===== config.mk =====
export PLATFORM = sky130hd
export DESIGN_NAME = resistor_ladder_button_debouncer
export DESIGN_NICKNAME = d
export VERILOG_FILES = /design/src/hdl/rlbd_pkg.sv /design/src/hdl/resistor_ladder_button_debouncer.sv
export VERILOG_INCLUDE_DIRS = /design/src /design/src/hdl
export SDC_FILE = /design/constraint.sdc
export NUM_CORES = 1
export LEC_CHECK = 0
export BUFFER_PORTS_ARGS = -buffer_cell sky130_fd_sc_hd__buf_4
export CAP_MARGIN = 15
export CORE_ASPECT_RATIO = 1.2
export CORE_MARGIN = 1.5
export CORE_UTILIZATION = 54
export DETAILED_ROUTE_END_ITERATION = 8
export PLACE_DENSITY = 0.73
export SLEW_MARGIN = 20
export SYNTH_ARGS = -nofsm -noshare
export SYNTH_HDL_FRONTEND = slang
export SYNTH_SLANG_ARGS = --single-unit
export TNS_END_PERCENT = 50

===== constraint.sdc =====
create_clock -name clk -period 13.9 [get_ports clk]
set_clock_uncertainty 0.15 [all_clocks]
set_input_delay 1.39 -clock clk [delete_from_list [all_inputs] [get_ports clk]]
set_output_delay 1.39 -clock clk [all_outputs]
set_load 0.03 [all_outputs]

===== src/hdl/resistor_ladder_button_debouncer_defines.svh =====
`ifndef RESISTOR_LADDER_BUTTON_DEBOUNCER_DEFINES_SVH
`define RESISTOR_LADDER_BUTTON_DEBOUNCER_DEFINES_SVH

// same-cycle implication, checked while out of reset
`define RLBD_ASSERT_NOW(label, clk, rst_n, ante, cons) \
	label: assert property (@(posedge clk) disable iff (!rst_n) (ante) |-> (cons)) \
		else $error("rlbd check failed");

// next-cycle implication, checked while out of reset
`define RLBD_ASSERT_NEXT(label, clk, rst_n, ante, cons) \
	label: assert property (@(posedge clk) disable iff (!rst_n) (ante) |=> (cons)) \
		else $error("rlbd check failed");

`endif


===== src/hdl/rlbd_pkg.sv =====
package rlbd_pkg;

	localparam int ADC_W     = 12;
	localparam int DEB_W     = 16;
	localparam int MS_W      = 32;
	localparam int MASK_W    = 7;
	localparam int CFG_IDX_W = 3;
	localparam int CFG_W     = 16;

	localparam int LADDER_A_KEYS_DEF = 4;
	localparam int LADDER_B_KEYS_DEF = 2;
	localparam int TIME_BITS_DEF     = 32;

	localparam logic [ADC_W-1:0] A_TOP_RST = 12'd3800;
	localparam logic [ADC_W-1:0] A_LVL1_RST = 12'd3100;
	localparam logic [ADC_W-1:0] A_LVL2_RST = 12'd2090;
	localparam logic [ADC_W-1:0] A_LVL3_RST = 12'd750;
	localparam logic [ADC_W-1:0] B_TOP_RST = 12'd3800;
	localparam logic [ADC_W-1:0] B_LVL1_RST = 12'd1120;
	localparam logic [DEB_W-1:0] DEBOUNCE_RST = 16'd5;

	typedef logic [MS_W-1:0]   ms_t;
	typedef logic [MASK_W-1:0] mask_t;

	typedef enum logic [CFG_IDX_W-1:0] {
		REG_A_TOP    = 3'd0,
		REG_A_LVL1   = 3'd1,
		REG_A_LVL2   = 3'd2,
		REG_A_LVL3   = 3'd3,
		REG_B_TOP    = 3'd4,
		REG_B_LVL1   = 3'd5,
		REG_DEBOUNCE = 3'd6
	} cfg_reg_t;

	typedef struct packed {
		logic [ADC_W-1:0] adc_ladder_a;
		logic [ADC_W-1:0] adc_ladder_b;
		logic             power_pin_low;
		ms_t              now_ms;
	} item_t;

	typedef struct packed {
		mask_t held_mask;
		mask_t pressed_mask;
		mask_t released_mask;
		ms_t   held_time_ms;
	} result_t;

endpackage


===== src/hdl/resistor_ladder_button_debouncer.sv =====
// Path: an accepted word is held in the input register and passes to the result register
// unless an earlier result is still waiting to be taken.
// Throughput: one word per cycle; an input register and a result register each hold
// one word, so one more word is taken in while a result waits, then input stalls.
// Reset (arst_n low, asynchronous): pipeline empty, debounce and gesture state zero,
// ladder thresholds and debounce time back to their default values.
`include "resistor_ladder_button_debouncer_defines.svh"

module resistor_ladder_button_debouncer #(
	parameter int LADDER_A_KEYS = rlbd_pkg::LADDER_A_KEYS_DEF,
	parameter int LADDER_B_KEYS = rlbd_pkg::LADDER_B_KEYS_DEF,
	parameter int TIME_BITS     = rlbd_pkg::TIME_BITS_DEF
) (
	input  logic                             clk,
	input  logic                             arst_n,
	input  logic                             item_valid,
	output logic                             item_ready,
	input  rlbd_pkg::item_t                  item,
	output logic                             result_valid,
	input  logic                             result_ready,
	output rlbd_pkg::result_t                result,
	input  logic                             cfg_valid,
	output logic                             cfg_ready,
	input  logic [rlbd_pkg::CFG_IDX_W-1:0]   cfg_index,
	input  logic [rlbd_pkg::CFG_W-1:0]       cfg_data
);

	logic [rlbd_pkg::ADC_W-1:0] bnd_a_q [4];
	logic [rlbd_pkg::ADC_W-1:0] bnd_b_q [2];
	logic [rlbd_pkg::DEB_W-1:0] debounce_q;

	rlbd_pkg::item_t   item_s1;
	logic              valid_s1;
	rlbd_pkg::result_t result_q;
	logic              result_valid_q;

	rlbd_pkg::mask_t        last_raw_q;
	rlbd_pkg::mask_t        debounced_q;
	logic [TIME_BITS-1:0]   last_change_q;
	logic [TIME_BITS-1:0]   start_q;
	logic [TIME_BITS-1:0]   end_q;

	logic                   advance;
	logic [3:0]             band_a;
	logic [1:0]             band_b;
	logic [3:0]             raw_a;
	logic [1:0]             raw_b;
	rlbd_pkg::mask_t        raw;
	logic [TIME_BITS-1:0]   now_t;
	logic [TIME_BITS-1:0]   change_ms;
	logic [TIME_BITS-1:0]   stable_ms;
	logic                   take;
	rlbd_pkg::mask_t        pressed;
	rlbd_pkg::mask_t        released;
	rlbd_pkg::mask_t        deb_next;
	logic [TIME_BITS-1:0]   start_next;
	logic [TIME_BITS-1:0]   end_next;
	logic [TIME_BITS-1:0]   held_t;

	// handshake
	assign advance      = valid_s1 && (!result_valid_q || result_ready);
	assign item_ready   = !valid_s1 || advance;
	assign result_valid = result_valid_q;
	assign result       = result_q;
	assign cfg_ready    = 1'b1;

	// configuration registers
	always_ff @(posedge clk or negedge arst_n) begin
		if (!arst_n) begin
			bnd_a_q[0] <= rlbd_pkg::A_TOP_RST;
			bnd_a_q[1] <= rlbd_pkg::A_LVL1_RST;
			bnd_a_q[2] <= rlbd_pkg::A_LVL2_RST;
			bnd_a_q[3] <= rlbd_pkg::A_LVL3_RST;
			bnd_b_q[0] <= rlbd_pkg::B_TOP_RST;
			bnd_b_q[1] <= rlbd_pkg::B_LVL1_RST;
			debounce_q <= rlbd_pkg::DEBOUNCE_RST;
		end else if (cfg_valid && cfg_ready) begin
			unique case (rlbd_pkg::cfg_reg_t'(cfg_index))
				rlbd_pkg::REG_A_TOP:    bnd_a_q[0] <= cfg_data[rlbd_pkg::ADC_W-1:0];
				rlbd_pkg::REG_A_LVL1:   bnd_a_q[1] <= cfg_data[rlbd_pkg::ADC_W-1:0];
				rlbd_pkg::REG_A_LVL2:   bnd_a_q[2] <= cfg_data[rlbd_pkg::ADC_W-1:0];
				rlbd_pkg::REG_A_LVL3:   bnd_a_q[3] <= cfg_data[rlbd_pkg::ADC_W-1:0];
				rlbd_pkg::REG_B_TOP:    bnd_b_q[0] <= cfg_data[rlbd_pkg::ADC_W-1:0];
				rlbd_pkg::REG_B_LVL1:   bnd_b_q[1] <= cfg_data[rlbd_pkg::ADC_W-1:0];
				rlbd_pkg::REG_DEBOUNCE: debounce_q <= cfg_data;
				default: ;
			endcase
		end
	end

	// input register
	always_ff @(posedge clk or negedge arst_n) begin
		if (!arst_n) begin
			valid_s1 <= 1'b0;
		end else if (item_valid && item_ready) begin
			valid_s1 <= 1'b1;
		end else if (advance) begin
			valid_s1 <= 1'b0;
		end
	end

	always_ff @(posedge clk) begin
		if (item_valid && item_ready) begin
			item_s1 <= item;
		end
	end

	// band compares: strict lower, inclusive upper; last band of a ladder has no floor
	for (genvar i = 0; i < 4; i++) begin : g_band_a
		if (i == 3) begin : g_last
			assign band_a[i] = item_s1.adc_ladder_a <= bnd_a_q[i];
		end else begin : g_mid
			assign band_a[i] = (item_s1.adc_ladder_a > bnd_a_q[i+1]) &&
				(item_s1.adc_ladder_a <= bnd_a_q[i]);
		end
	end

	assign band_b[0] = (item_s1.adc_ladder_b > bnd_b_q[1]) &&
		(item_s1.adc_ladder_b <= bnd_b_q[0]);
	assign band_b[1] = item_s1.adc_ladder_b <= bnd_b_q[1];

	// first matching band wins, only the configured keys are tried
	always_comb begin
		logic found_a;
		logic found_b;
		raw_a   = '0;
		raw_b   = '0;
		found_a = 1'b0;
		found_b = 1'b0;
		for (int i = 0; i < 4; i++) begin
			if (i < LADDER_A_KEYS && !found_a && band_a[i]) begin
				raw_a[i] = 1'b1;
				found_a  = 1'b1;
			end
		end
		for (int i = 0; i < 2; i++) begin
			if (i < LADDER_B_KEYS && !found_b && band_b[i]) begin
				raw_b[i] = 1'b1;
				found_b  = 1'b1;
			end
		end
	end

	assign raw   = {item_s1.power_pin_low, raw_b, raw_a};
	assign now_t = item_s1.now_ms[TIME_BITS-1:0];

	// a raw change restarts the stable time at zero
	assign change_ms = (raw != last_raw_q) ? now_t : last_change_q;
	assign stable_ms = now_t - change_ms;
	assign take      = (stable_ms > TIME_BITS'(debounce_q)) && (raw != debounced_q);

	always_comb begin
		pressed    = '0;
		released   = '0;
		deb_next   = debounced_q;
		start_next = start_q;
		end_next   = end_q;
		if (take) begin
			pressed  = raw & ~debounced_q;
			released = debounced_q & ~raw;
			deb_next = raw;
			if (pressed != '0 && debounced_q == '0) begin
				start_next = now_t;
			end
			if (released != '0 && raw == '0) begin
				end_next = now_t;
			end
		end
	end

	assign held_t = (deb_next != '0) ? (now_t - start_next) : (end_next - start_next);

	// state and result register
	always_ff @(posedge clk or negedge arst_n) begin
		if (!arst_n) begin
			last_raw_q     <= '0;
			last_change_q  <= '0;
			debounced_q    <= '0;
			start_q        <= '0;
			end_q          <= '0;
			result_valid_q <= 1'b0;
		end else if (advance) begin
			last_raw_q     <= raw;
			last_change_q  <= change_ms;
			debounced_q    <= deb_next;
			start_q        <= start_next;
			end_q          <= end_next;
			result_valid_q <= 1'b1;
		end else if (result_ready) begin
			result_valid_q <= 1'b0;
		end
	end

	always_ff @(posedge clk) begin
		if (advance) begin
			result_q.held_mask     <= deb_next;
			result_q.pressed_mask  <= pressed;
			result_q.released_mask <= released;
			result_q.held_time_ms  <= rlbd_pkg::ms_t'(held_t);
		end
	end

	`RLBD_ASSERT_NOW(a_press_release_disjoint, clk, arst_n, result_valid_q,
		(result_q.pressed_mask & result_q.released_mask) == '0)
	`RLBD_ASSERT_NOW(a_pressed_is_held, clk, arst_n, result_valid_q,
		(result_q.pressed_mask & ~result_q.held_mask) == '0)
	`RLBD_ASSERT_NOW(a_released_not_held, clk, arst_n, result_valid_q,
		(result_q.released_mask & result_q.held_mask) == '0)
	`RLBD_ASSERT_NEXT(a_advance_gives_result, clk, arst_n, advance, result_valid_q)
	`RLBD_ASSERT_NEXT(a_state_only_on_advance, clk, arst_n, !advance,
		$stable(debounced_q) && $stable(last_raw_q))

endmodule

==> results.sh, run 1 <==
export IMPL_outcome="finished, final reports clean"
export IMPL_crit_start="bnd_b_q[22]"
export IMPL_ys_types=89
export IMPL_cts_buffer_depth=3
export IMPL_grt_pass1_vias=13546
export IMPL_required_ns=14.02
export IMPL_synth_top_area_frac=0.225
export IMPL_std_cell_rows=73
export IMPL_avgSynthCellArea_sq_um=10.7
export IMPL_power_density_mw_per_mm2=189
export IMPL_area_growth_pct=14.8
export IMPL_finalWirelength_um=42000
export IMPL_crit_type="flop to flop"
export IMPL_hp_class="flop to flop"
export IMPL_nets=2100
export IMPL_drt_pass1_iter_count=6
export IMPL_synth_seq_cells=310
export IMPL_r2r_end="result[30]"
export IMPL_reg2regPathDepth=60
export IMPL_final_max_slew_viol_count=0
export IMPL_grt_use_total=0.244
export IMPL_crit_arrival_ns=13.30
export IMPL_synth_area_leaders="dfrtp_1 (23%), edfxtp_1 (18%), ha_1 (11%)"
export IMPL_htreeDepth=2
export IMPL_dp_cells=2262
export IMPL_period_needed_ns=13.18
export IMPL_period_share=0.948
export IMPL_die_h_um=205
export IMPL_grt_overflow=0
export IMPL_drv_cap=0
export IMPL_gp_congestion=0.899
export IMPL_antenna_found_initial=0
export IMPL_vdd_ir_drop_max_uv=117
export IMPL_final_antenna_net_count=0
export IMPL_setup_viol=0
export IMPL_ys_flop_type="dfrtp_1"
export IMPL_die_area_sq_mm=0.0350
export IMPL_yosysWarnings=0
export IMPL_cts_sinks=310
export IMPL_cts_root_buf="clkbuf_16"
export IMPL_port_buffers=135
export IMPL_num_vias=13340
export IMPL_synth_edff_count=110
export IMPL_worstMarginPinSlew_ns=0.995
export IMPL_syn_area_sq_mm=0.0183
export IMPL_slowest_delay_ns=0.65
export IMPL_crit_fanout=31
export IMPL_final_util=0.632
export IMPL_dp_hpwl_um=30400
export IMPL_cts_clk_slew_worst_paths_ns=0.06
export IMPL_layout_drive_gt1_share=0.219
export IMPL_setup_worst_path_end_class="flop"
export IMPL_design_core_area_sq_mm=0.0332
export IMPL_worstHoldPathCells=2
export IMPL_hold_viol=0
export IMPL_cts_tree="built"
export IMPL_yosysTopAreaCell="dfrtp_1"
export IMPL_fillers=2727
export IMPL_clkLatencyLatePin_ns=0.53
export IMPL_drc=0
export IMPL_drt_iter0_drc=637
export IMPL_r2r_setup_slack_ns=0.72
export IMPL_synth_fp_nets=1956
export IMPL_fmax_mhz=75.9
export IMPL_grt_pass1_wl_um=67600
export IMPL_slew_headroom=0.337
export IMPL_finalSetupTns_ns=0
export IMPL_fin_area_sq_mm=0.0210
export IMPL_ys_seq_area_frac=0.456
export IMPL_critPathLaunchType="flop"
export IMPL_cts_hold_fix_buffers=0
export IMPL_die_w_um=171
export IMPL_syn_inst=1712
export IMPL_power_leakage_nw=9.14
export IMPL_wl_per_cell_um=18.0
export IMPL_grt_max_degree=77
export IMPL_cts_buffers=34
export IMPL_io_pins=137
export IMPL_initial_core_util=0.551
export IMPL_placed_area_sq_mm=0.0198
export IMPL_whs_ns=0.333
export IMPL_min_from="start_q[6]"
export IMPL_seqCellArea_sq_mm=0.00835
export IMPL_slowest_stage="o31ai_1"
export IMPL_r2r_start="bnd_b_q[22]"
export IMPL_antennaDiodeCount=0
export IMPL_final_cells=2331
export IMPL_multi_input_area_sq_mm=0.00926
export IMPL_viasPerCell=5.72
export IMPL_hold_end="start_q[6]"
export IMPL_async_reset_ff_frac=0.645
==> where the power goes <==
part / total, mW / internal, mW / switching, mW
Clock: 0.909 / 0.539 / 0.370
Sequential: 1.38 / 1.26 / 0.123
Combinational: 1.68 / 0.709 / 0.976
Total: 3.98 / 2.51 / 1.47
==> cells by family after synthesis <==
group                    count (synthesis)  synth area share
adder cells (fa/ha/maj)                166             0.114
other                                    1          0.000205
flip-flops                             310             0.456
buffers and inverters                  191            0.0427
AND/OR/NAND/NOR                        414             0.113
multiplexers                           207             0.124
AO/OA/AOI/OAI                          383             0.131
XOR/XNOR                                40            0.0191
==> sequential cells by signal, summed over array words and instances, names as in the netlist, 16 cells and up <==
| signal | flops |
|---|---|
| result | 53 |
| bnd_a_q | 48 |
| start_q | 32 |
| last_change_q | 32 |
| end_q | 32 |
| now_t | 32 |
| debounce_q | 16 |
| item_s1 | 25 |
| bnd_b_q | 24 |
==> area by class of cell <==
type | instances | share of cell area
multi-input combinational | 1211 | 0.440
sequential | 310 | 0.397
timing repair buffer | 157 | 0.0571
clock buffer | 44 | 0.0452
tap | 450 | 0.0268
inverter | 142 | 0.0253
clock inverter | 17 | 0.00797
==> worst max-delay path: cells and delay by family (launching register included) <==
| family | cells | cell delay (ns) |
|---|---|---|
| AO/OA/AOI/OAI | 36 | 7.43 |
| XOR/XNOR | 1 | 0.13 |
| adder cells (fa/ha/maj) | 5 | 1.53 |
| buffers and inverters | 3 | 0.32 |
| flip-flops | 1 | 0.51 |
| multiplexers | 1 | 0.37 |
| AND/OR/NAND/NOR | 14 | 2.42 |
==> layout by cell type (no fill, tap or decap), types with 70 or more instances in the layout <==
cell type	count
nand2_1	159
buf_4	154
dfrtp_1	165
a21oi_1	86
mux2_2	121
ha_1	161
inv_1	140
o21ai_0	94
nor2_1	70
edfxtp_1	110
==> cells in the mapped netlist, drive strengths merged (12+ instances only) <==
master,n
dfrtp,165
ha,161
and2,20
nor3,30
inv,142
nand4,26
nand3,22
edfxtp,110
mux2i,61
nand2,160
a21o,27
o211ai,16
nor2b,20
dfstp,35
a21oi,88
clkbuf,30
xnor2,25
mux2,146
buf,19
o21ai,136
xor2,15
o21a,13
o21bai,12
nand2b,18
nor2,73
==> repair_timing <==
action | CTS | global route
pin swaps | 0 | 3
setup endpoints to repair | 1 | 15
buffers inserted | 0 | 8
gates resized for setup | 1 | 14
==> through the flow <==
step | setup WS [ns] | power (mW)
after global routing | -0.0594 | 4.24
after global placement | 0.514 | 3.00
after detailed placement | 0.0515 | 3.05
after CTS | 0.153 | 3.98
after floorplan | 1.67 | 2.60
final | 0.720 | 3.98
==> routing by layer <==
layer	vias up	track usage	share of wire
met2	277	0.440	0.51
met4	0	0.101	0.036
met3	104	0.0354	0.036
met1	6482	0.290	0.42
met5	-	0	0
li1	6477	-	-
==> worst max path at each step <==
stage | slack [ns] | endpoint
finish | 0.72 | result[30]
global route | -0.06 | result[30]
CTS | 0.15 | result[30]
detailed placement | 0.05 | result[30]
global placement | 0.51 | result[30]
floorplan | 1.67 | result[30]
Power figures use the tool's default switching activity.
==> inputs of run 2 (changes only) <==
--- a/config.mk
+++ b/config.mk
@@ -10,11 +10,11 @@
 export CAP_MARGIN = 15
 export CORE_ASPECT_RATIO = 1.2
 export CORE_MARGIN = 1.5
-export CORE_UTILIZATION = 54
+export CORE_UTILIZATION = 50
 export DETAILED_ROUTE_END_ITERATION = 8
-export PLACE_DENSITY = 0.73
+export PLACE_DENSITY = 0.68
 export SLEW_MARGIN = 20
 export SYNTH_ARGS = -nofsm -noshare
 export SYNTH_HDL_FRONTEND = slang
 export SYNTH_SLANG_ARGS = --single-unit
-export TNS_END_PERCENT = 50
+export TNS_END_PERCENT = 10
==> run 2 against run 1 <==
  * Flip-flop and latch count stayed put
  * Global-route usage is 2.1 points lower
  * Clock power is 2% lower
  * Sequential share of layout area hardly changed
  * Largest cell class unchanged
  * Largest power group unchanged
==> results.sh, run 2 (same netlist as run 1, synthesis figures left out) <==
export IMPL_outcome="finished, final reports clean"
export IMPL_vdd_ir_drop_max_uv=102
export IMPL_worstMarginPinSlew_ns=0.893
export IMPL_reg2regPathDepth=60
export IMPL_cts_buffers=34
export IMPL_cts_buffer_depth=3
export IMPL_setup_viol=0
export IMPL_final_antenna_net_count=0
export IMPL_fmax_mhz=77.6
export IMPL_nets=2100
export IMPL_hp_class="flop to flop"
export IMPL_setup_worst_path_end_class="flop"
export IMPL_grt_overflow=0
export IMPL_design_core_area_sq_mm=0.0360
export IMPL_crit_type="flop to flop"
export IMPL_required_ns=14.01
export IMPL_fillers=3069
export IMPL_crit_start="bnd_b_q[22]"
export IMPL_drt_pass1_iter_count=5
export IMPL_port_buffers=135
export IMPL_total_power_mw=3.96
export IMPL_die_w_um=178
export IMPL_r2r_setup_slack_ns=1.01
export IMPL_power_density_mw_per_mm2=188
export IMPL_path_buf_inv=3
export IMPL_gp_congestion=0.874
export IMPL_mostFrequentLayoutCells="dfrtp_1 (165), ha_1 (161), nand2_1 (159)"
export IMPL_viasPerCell=5.62
export IMPL_r2r_start="bnd_b_q[22]"
export IMPL_cts_clk_slew_worst_paths_ns=0.06
export IMPL_place_ws_ns=0.251
export IMPL_slowest_delay_ns=0.52
export IMPL_antennaDiodeCount=0
export IMPL_drc=0
export IMPL_final_common_cell="dfrtp_1"
export IMPL_slowest_stage="dfstp_2"
export IMPL_cts_root_buf="clkbuf_16"
export IMPL_critPathLaunchType="flop"
export IMPL_io_pins=137
export IMPL_die_area_sq_mm=0.0378
export IMPL_grt_use_total=0.223
export IMPL_crit_top_cell="o21ai_0"
export IMPL_die_h_um=213
export IMPL_cts_sinks=310
export IMPL_htreeDepth=2
export IMPL_hold_viol=0
export IMPL_cts_hold_fix_buffers=0
export IMPL_initial_core_util=0.508
export IMPL_cts_tree="built"
export IMPL_slew_headroom=0.402
export IMPL_drv_cap=0
export IMPL_period_share=0.927
export IMPL_period_needed_ns=12.89
export IMPL_grt_max_degree=98
export IMPL_wl_per_cell_um=17.7
export IMPL_clkLatencyLatePin_ns=0.53
export IMPL_std_cell_rows=76
export IMPL_area_growth_pct=14.9
export IMPL_power_leakage_nw=9.13
export IMPL_finalWirelength_um=41600
export IMPL_cp_depth=60
export IMPL_largest_reg_flops=53
export IMPL_grt_pass1_wl_um=66500
export IMPL_finalWorstSetupSlack_ns=1.01
export IMPL_num_vias=13199
export IMPL_crit_arrival_ns=12.99
export IMPL_dp_hpwl_um=30300
export IMPL_worstSetupEndpoint="result[30]"
export IMPL_drt_iter0_drc=646
export IMPL_final_max_slew_viol_count=0
export IMPL_path_delay_family="compound AO/OA/AOI/OAI gates"
export IMPL_layout_drive_gt1_share=0.215
export IMPL_antenna_found_initial=0
export IMPL_grt_pass1_vias=13229
export IMPL_r2r_end="result[30]"
export IMPL_crit_fanout=7
[run 2: cell count changes in the layout (fill, tap and decap cells not counted), moves of 4 or more]
cell	change
clkbuf_1	+6
clkinv_2	-6
o21ai_0	+4
o21ai_1	-4
[run 2: final cells by class]
cell class | count | area [sq um] | area share
clock buffer | 51 | 997 | 0.0474
clock inverter | 10 | 109 | 0.00517
inverter | 142 | 533 | 0.0253
multi-input combinational | 1211 | 9270 | 0.440
sequential | 310 | 8350 | 0.397
tap | 468 | 586 | 0.0278
timing repair buffer | 157 | 1200 | 0.0569
[run 2: how the worst min path moves through the flow]
| stage | cells past startpoint | end | start |
|---|---|---|---|
| after floorplan | 2 | start_q[1] | start_q[1] |
| after global placement | 1 | end_q[30] | end_q[30] |
| after detailed placement | 1 | end_q[27] | end_q[27] |
| after CTS | 1 | end_q[27] | end_q[27] |
| after global routing | 1 | end_q[27] | end_q[27] |
| final | 1 | end_q[30] | end_q[30] |
[run 2: worst reg2reg max path: cells and delay by family (launching register included)]
family                   cells  cell delay, ns
buffers and inverters        3            0.24
flip-flops                   1            0.52
adder cells (fa/ha/maj)      5            1.51
AND/OR/NAND/NOR             15            2.88
AO/OA/AOI/OAI               35            6.88
XOR/XNOR                     1            0.14
multiplexers                 1            0.34
[run 2: metrics by stage]
| stage | hold WS, ns | instance area (sq um) | setup TNS (ns) | util | cells |
|---|---|---|---|---|---|
| after floorplan | 0.299 | 18300 | 0 | - | 1712 |
| after global placement | 0.314 | 19800 | 0 | 0.550 | 2283 |
| after detailed placement | 0.321 | 19800 | 0 | 0.550 | 2283 |
| after CTS | 0.335 | 20900 | 0 | 0.581 | 2344 |
| after global routing | 0.347 | 21000 | -0.00488 | 0.584 | 2349 |
| final | 0.331 | 21000 | 0 | 0.584 | 2349 |
[run 2: metal layers]
metal / wire length (um) / part of all wire / global-route usage / vias up
met5: 0 / 0 / 0 / -
met4: 1510 / 0.036 / 0.0962 / 0
met3: 1380 / 0.033 / 0.0281 / 85
met2: 20800 / 0.50 / 0.396 / 260
met1: 17900 / 0.43 / 0.271 / 6371
li1: - / - / - / 6483
[run 2: power by group]
part / total [mW] / internal [mW] / switching, mW
registers: 1.38 / 1.26 / 0.122
logic: 1.68 / 0.710 / 0.971
clock network: 0.894 / 0.535 / 0.360
[run 2: what timing repair did]
| item | in CTS | in global routing |
|---|---|---|
| gates resized for setup | 0 | 14 |
| setup endpoints to repair | 0 | 15 |
| buffers inserted | 0 | 5 |
==> inputs of run 3 (changes only) <==
--- a/config.mk
+++ b/config.mk
@@ -10,9 +10,10 @@
 export CAP_MARGIN = 15
 export CORE_ASPECT_RATIO = 1.2
 export CORE_MARGIN = 1.5
-export CORE_UTILIZATION = 50
+export CORE_UTILIZATION = 55
 export DETAILED_ROUTE_END_ITERATION = 8
-export PLACE_DENSITY = 0.68
+export PLACE_DENSITY = 0.74
+export REMOVE_ABC_BUFFERS = 1
 export SLEW_MARGIN = 20
 export SYNTH_ARGS = -nofsm -noshare
 export SYNTH_HDL_FRONTEND = slang
==> run 3 against run 2 <==
  * Sequential share of layout area shrank 0.13 points
  * Total power grew 2.3%
  * Global-route usage grew 2.6 points
  * Clock power grew 8.1%
  * Worst hold slack lost 0.0012 ns
  * Wire length grew 0.62%
  * Critical path depth is the same
  * Sequential power is essentially flat
  * Non-clock buffer count grew 2
  * Flip-flop and latch count is the same
  * Final area grew 0.34%
  * Largest power group unchanged
==> results.sh, run 3 (same netlist as run 1, synthesis figures left out) <==
export IMPL_outcome="finished, final reports clean"
export IMPL_cts_sinks=310
export IMPL_hold_viol=0
export IMPL_grt_max_degree=72
export IMPL_period_needed_ns=13.11
export IMPL_final_antenna_net_count=0
export IMPL_initial_core_util=0.555
export IMPL_mostFrequentLayoutCells="dfrtp_1 (165), ha_1 (161), nand2_1 (159)"
export IMPL_cp_depth=60
export IMPL_total_power_mw=4.05
export IMPL_switchingPower_mw=1.49
export IMPL_cts_root_buf="clkbuf_16"
export IMPL_required_ns=14.02
export IMPL_grt_use_total=0.249
export IMPL_fmax_mhz=76.3
export IMPL_power_internal_mw=2.56
export IMPL_antenna_found_initial=0
export IMPL_dp_cells=2263
export IMPL_p_sw_frac=0.367
export IMPL_r2r_start="bnd_b_q[10]"
export IMPL_cts_buffers=35
export IMPL_crit_start="bnd_b_q[10]"
export IMPL_wl_per_cell_um=17.9
export IMPL_r2r_setup_slack_ns=0.79
export IMPL_period_share=0.943
export IMPL_area_growth_pct=15.3
export IMPL_design_core_area_sq_mm=0.0330
export IMPL_cts_tree="built"
export IMPL_crit_type="flop to flop"
export IMPL_final_cells=2336
export IMPL_largest_reg_flops=53
export IMPL_dp_hpwl_um=29800
export IMPL_io_pins=137
export IMPL_drt_iter0_drc=789
export IMPL_nets=2103
export IMPL_vdd_ir_drop_max_uv=135
export IMPL_path_buf_inv=4
export IMPL_std_cell_rows=73
export IMPL_setup_worst_path_end_class="flop"
export IMPL_grt_pass1_vias=13732
export IMPL_final_max_slew_viol_count=0
export IMPL_finalWirelength_um=41800
export IMPL_power_density_mw_per_mm2=192
export IMPL_crit_arrival_ns=13.23
export IMPL_cts_hold_fix_buffers=0
export IMPL_fin_area_sq_mm=0.0211
export IMPL_combPwrFrac=0.420
export IMPL_hp_class="flop to flop"
export IMPL_slowest_delay_ns=0.53
export IMPL_cts_buffer_depth=3
export IMPL_num_vias=13398
export IMPL_slowest_stage="dfstp_2"
export IMPL_clkLatencyLatePin_ns=0.54
export IMPL_worstMarginPinSlew_ns=0.930
export IMPL_crit_fanout=6
export IMPL_slew_headroom=0.377
export IMPL_grt_overflow=0
export IMPL_layout_drive_gt1_share=0.217
export IMPL_placed_area_sq_mm=0.0198
export IMPL_die_area_sq_mm=0.0344
export IMPL_die_w_um=170
export IMPL_critPathLaunchType="flop"
export IMPL_grt_pass1_wl_um=68900
export IMPL_worstSetupEndpoint="result[30]"
export IMPL_drv_cap=0
export IMPL_die_h_um=203
export IMPL_path_delay_family="compound AO/OA/AOI/OAI gates"
export IMPL_final_common_cell="dfrtp_1"
export IMPL_final_util=0.640
export IMPL_cts_clk_slew_worst_paths_ns=0.06
export IMPL_antennaDiodeCount=0
export IMPL_setup_viol=0
export IMPL_power_share_clock=0.239
export IMPL_reg2regPathDepth=60
export IMPL_htreeDepth=2
export IMPL_viasPerCell=5.74
export IMPL_r2r_end="result[30]"
export IMPL_whs_ns=0.330
export IMPL_drc=0
export IMPL_gp_congestion=0.937
export IMPL_drt_pass1_iter_count=5
export IMPL_port_buffers=135
export IMPL_p_seq_frac=0.342
export IMPL_power_leakage_nw=9.19
-- run 3: cell types whose count changed in the layout (fill, tap and decap cells not counted), moves of 2 or more --
cell	delta
bufinv_16	+2
o21ai_1	+2
o21ai_0	-2
clkbuf_8	-2
clkinvlp_4	-2
nor3_2	-2
clkinv_2	+3
clkbuf_16	+2
buf_4	+3
-- run 3: how the worst min path moves through the flow --
| stage | end | start | slack, ns | cells past startpoint |
|---|---|---|---|---|
| 2_1_floorplan | start_q[1] | start_q[1] | 0.30 | 2 |
| 3_3_place_gp | end_q[4] | end_q[4] | 0.31 | 1 |
| 3_5_place_dp | end_q[26] | end_q[26] | 0.32 | 1 |
| 4_1_cts | start_q[14] | start_q[14] | 0.34 | 2 |
| 5_1_grt | end_q[9] | end_q[9] | 0.35 | 1 |
| 6_report | start_q[14] | start_q[14] | 0.33 | 2 |
-- run 3: final cells by class --
class | count | area (sq um)
Inverter | 142 | 533
Clock inverter | 14 | 183
Multi-Input combinational cell | 1211 | 9260
Fill cell | 2586 | 11900
Timing Repair Buffer | 159 | 1200
Clock buffer | 50 | 1020
Sequential cell | 310 | 8350
Tap cell | 450 | 563
-- run 3: power groups by stage --
stage	Combinational [mW]	Sequential, mW	Clock [mW]
final	1.70	1.38	0.966
after global routing	1.89	1.41	1.02
after CTS	1.67	1.38	0.986
after detailed placement	1.65	1.40	0
after global placement	1.61	1.39	0
after floorplan	1.10	1.49	0
-- run 3: what timing repair did --
action	4_1_cts	5_1_grt
pin swaps	0	7
endpoints found under the hold margin	0	0
gates resized for setup	2	13
setup buffers	0	9
setup endpoints to repair	2	15
-- run 3: stage by stage --
| stage | setup TNS, ns | worst slack (ns) |
|---|---|---|
| floorplan | 0 | 0.901 |
| global placement | 0 | 0.595 |
| detailed placement | 0 | 0.0158 |
| CTS | 0 | 0.124 |
| global route | -0.215 | -0.0950 |
| finish | 0 | 0.787 |
-- run 3: layer usage --
| layer | part of all wire | track usage |
|---|---|---|
| met5 | 0 | 0 |
| met4 | 0.027 | 0.0875 |
| met3 | 0.044 | 0.0359 |
| met2 | 0.50 | 0.429 |
| met1 | 0.43 | 0.319 |
-- run 3: worst reg2reg max path, delay by kind of cell (launching register included) --
kind / cells / cell delay (ns)
compound gates: 31 / 6.79
xor+xnor: 2 / 0.29
fa+ha+maj: 5 / 1.51
buf+inv: 4 / 0.39
flops: 1 / 0.53
mux: 1 / 0.38
simple gates: 17 / 2.78
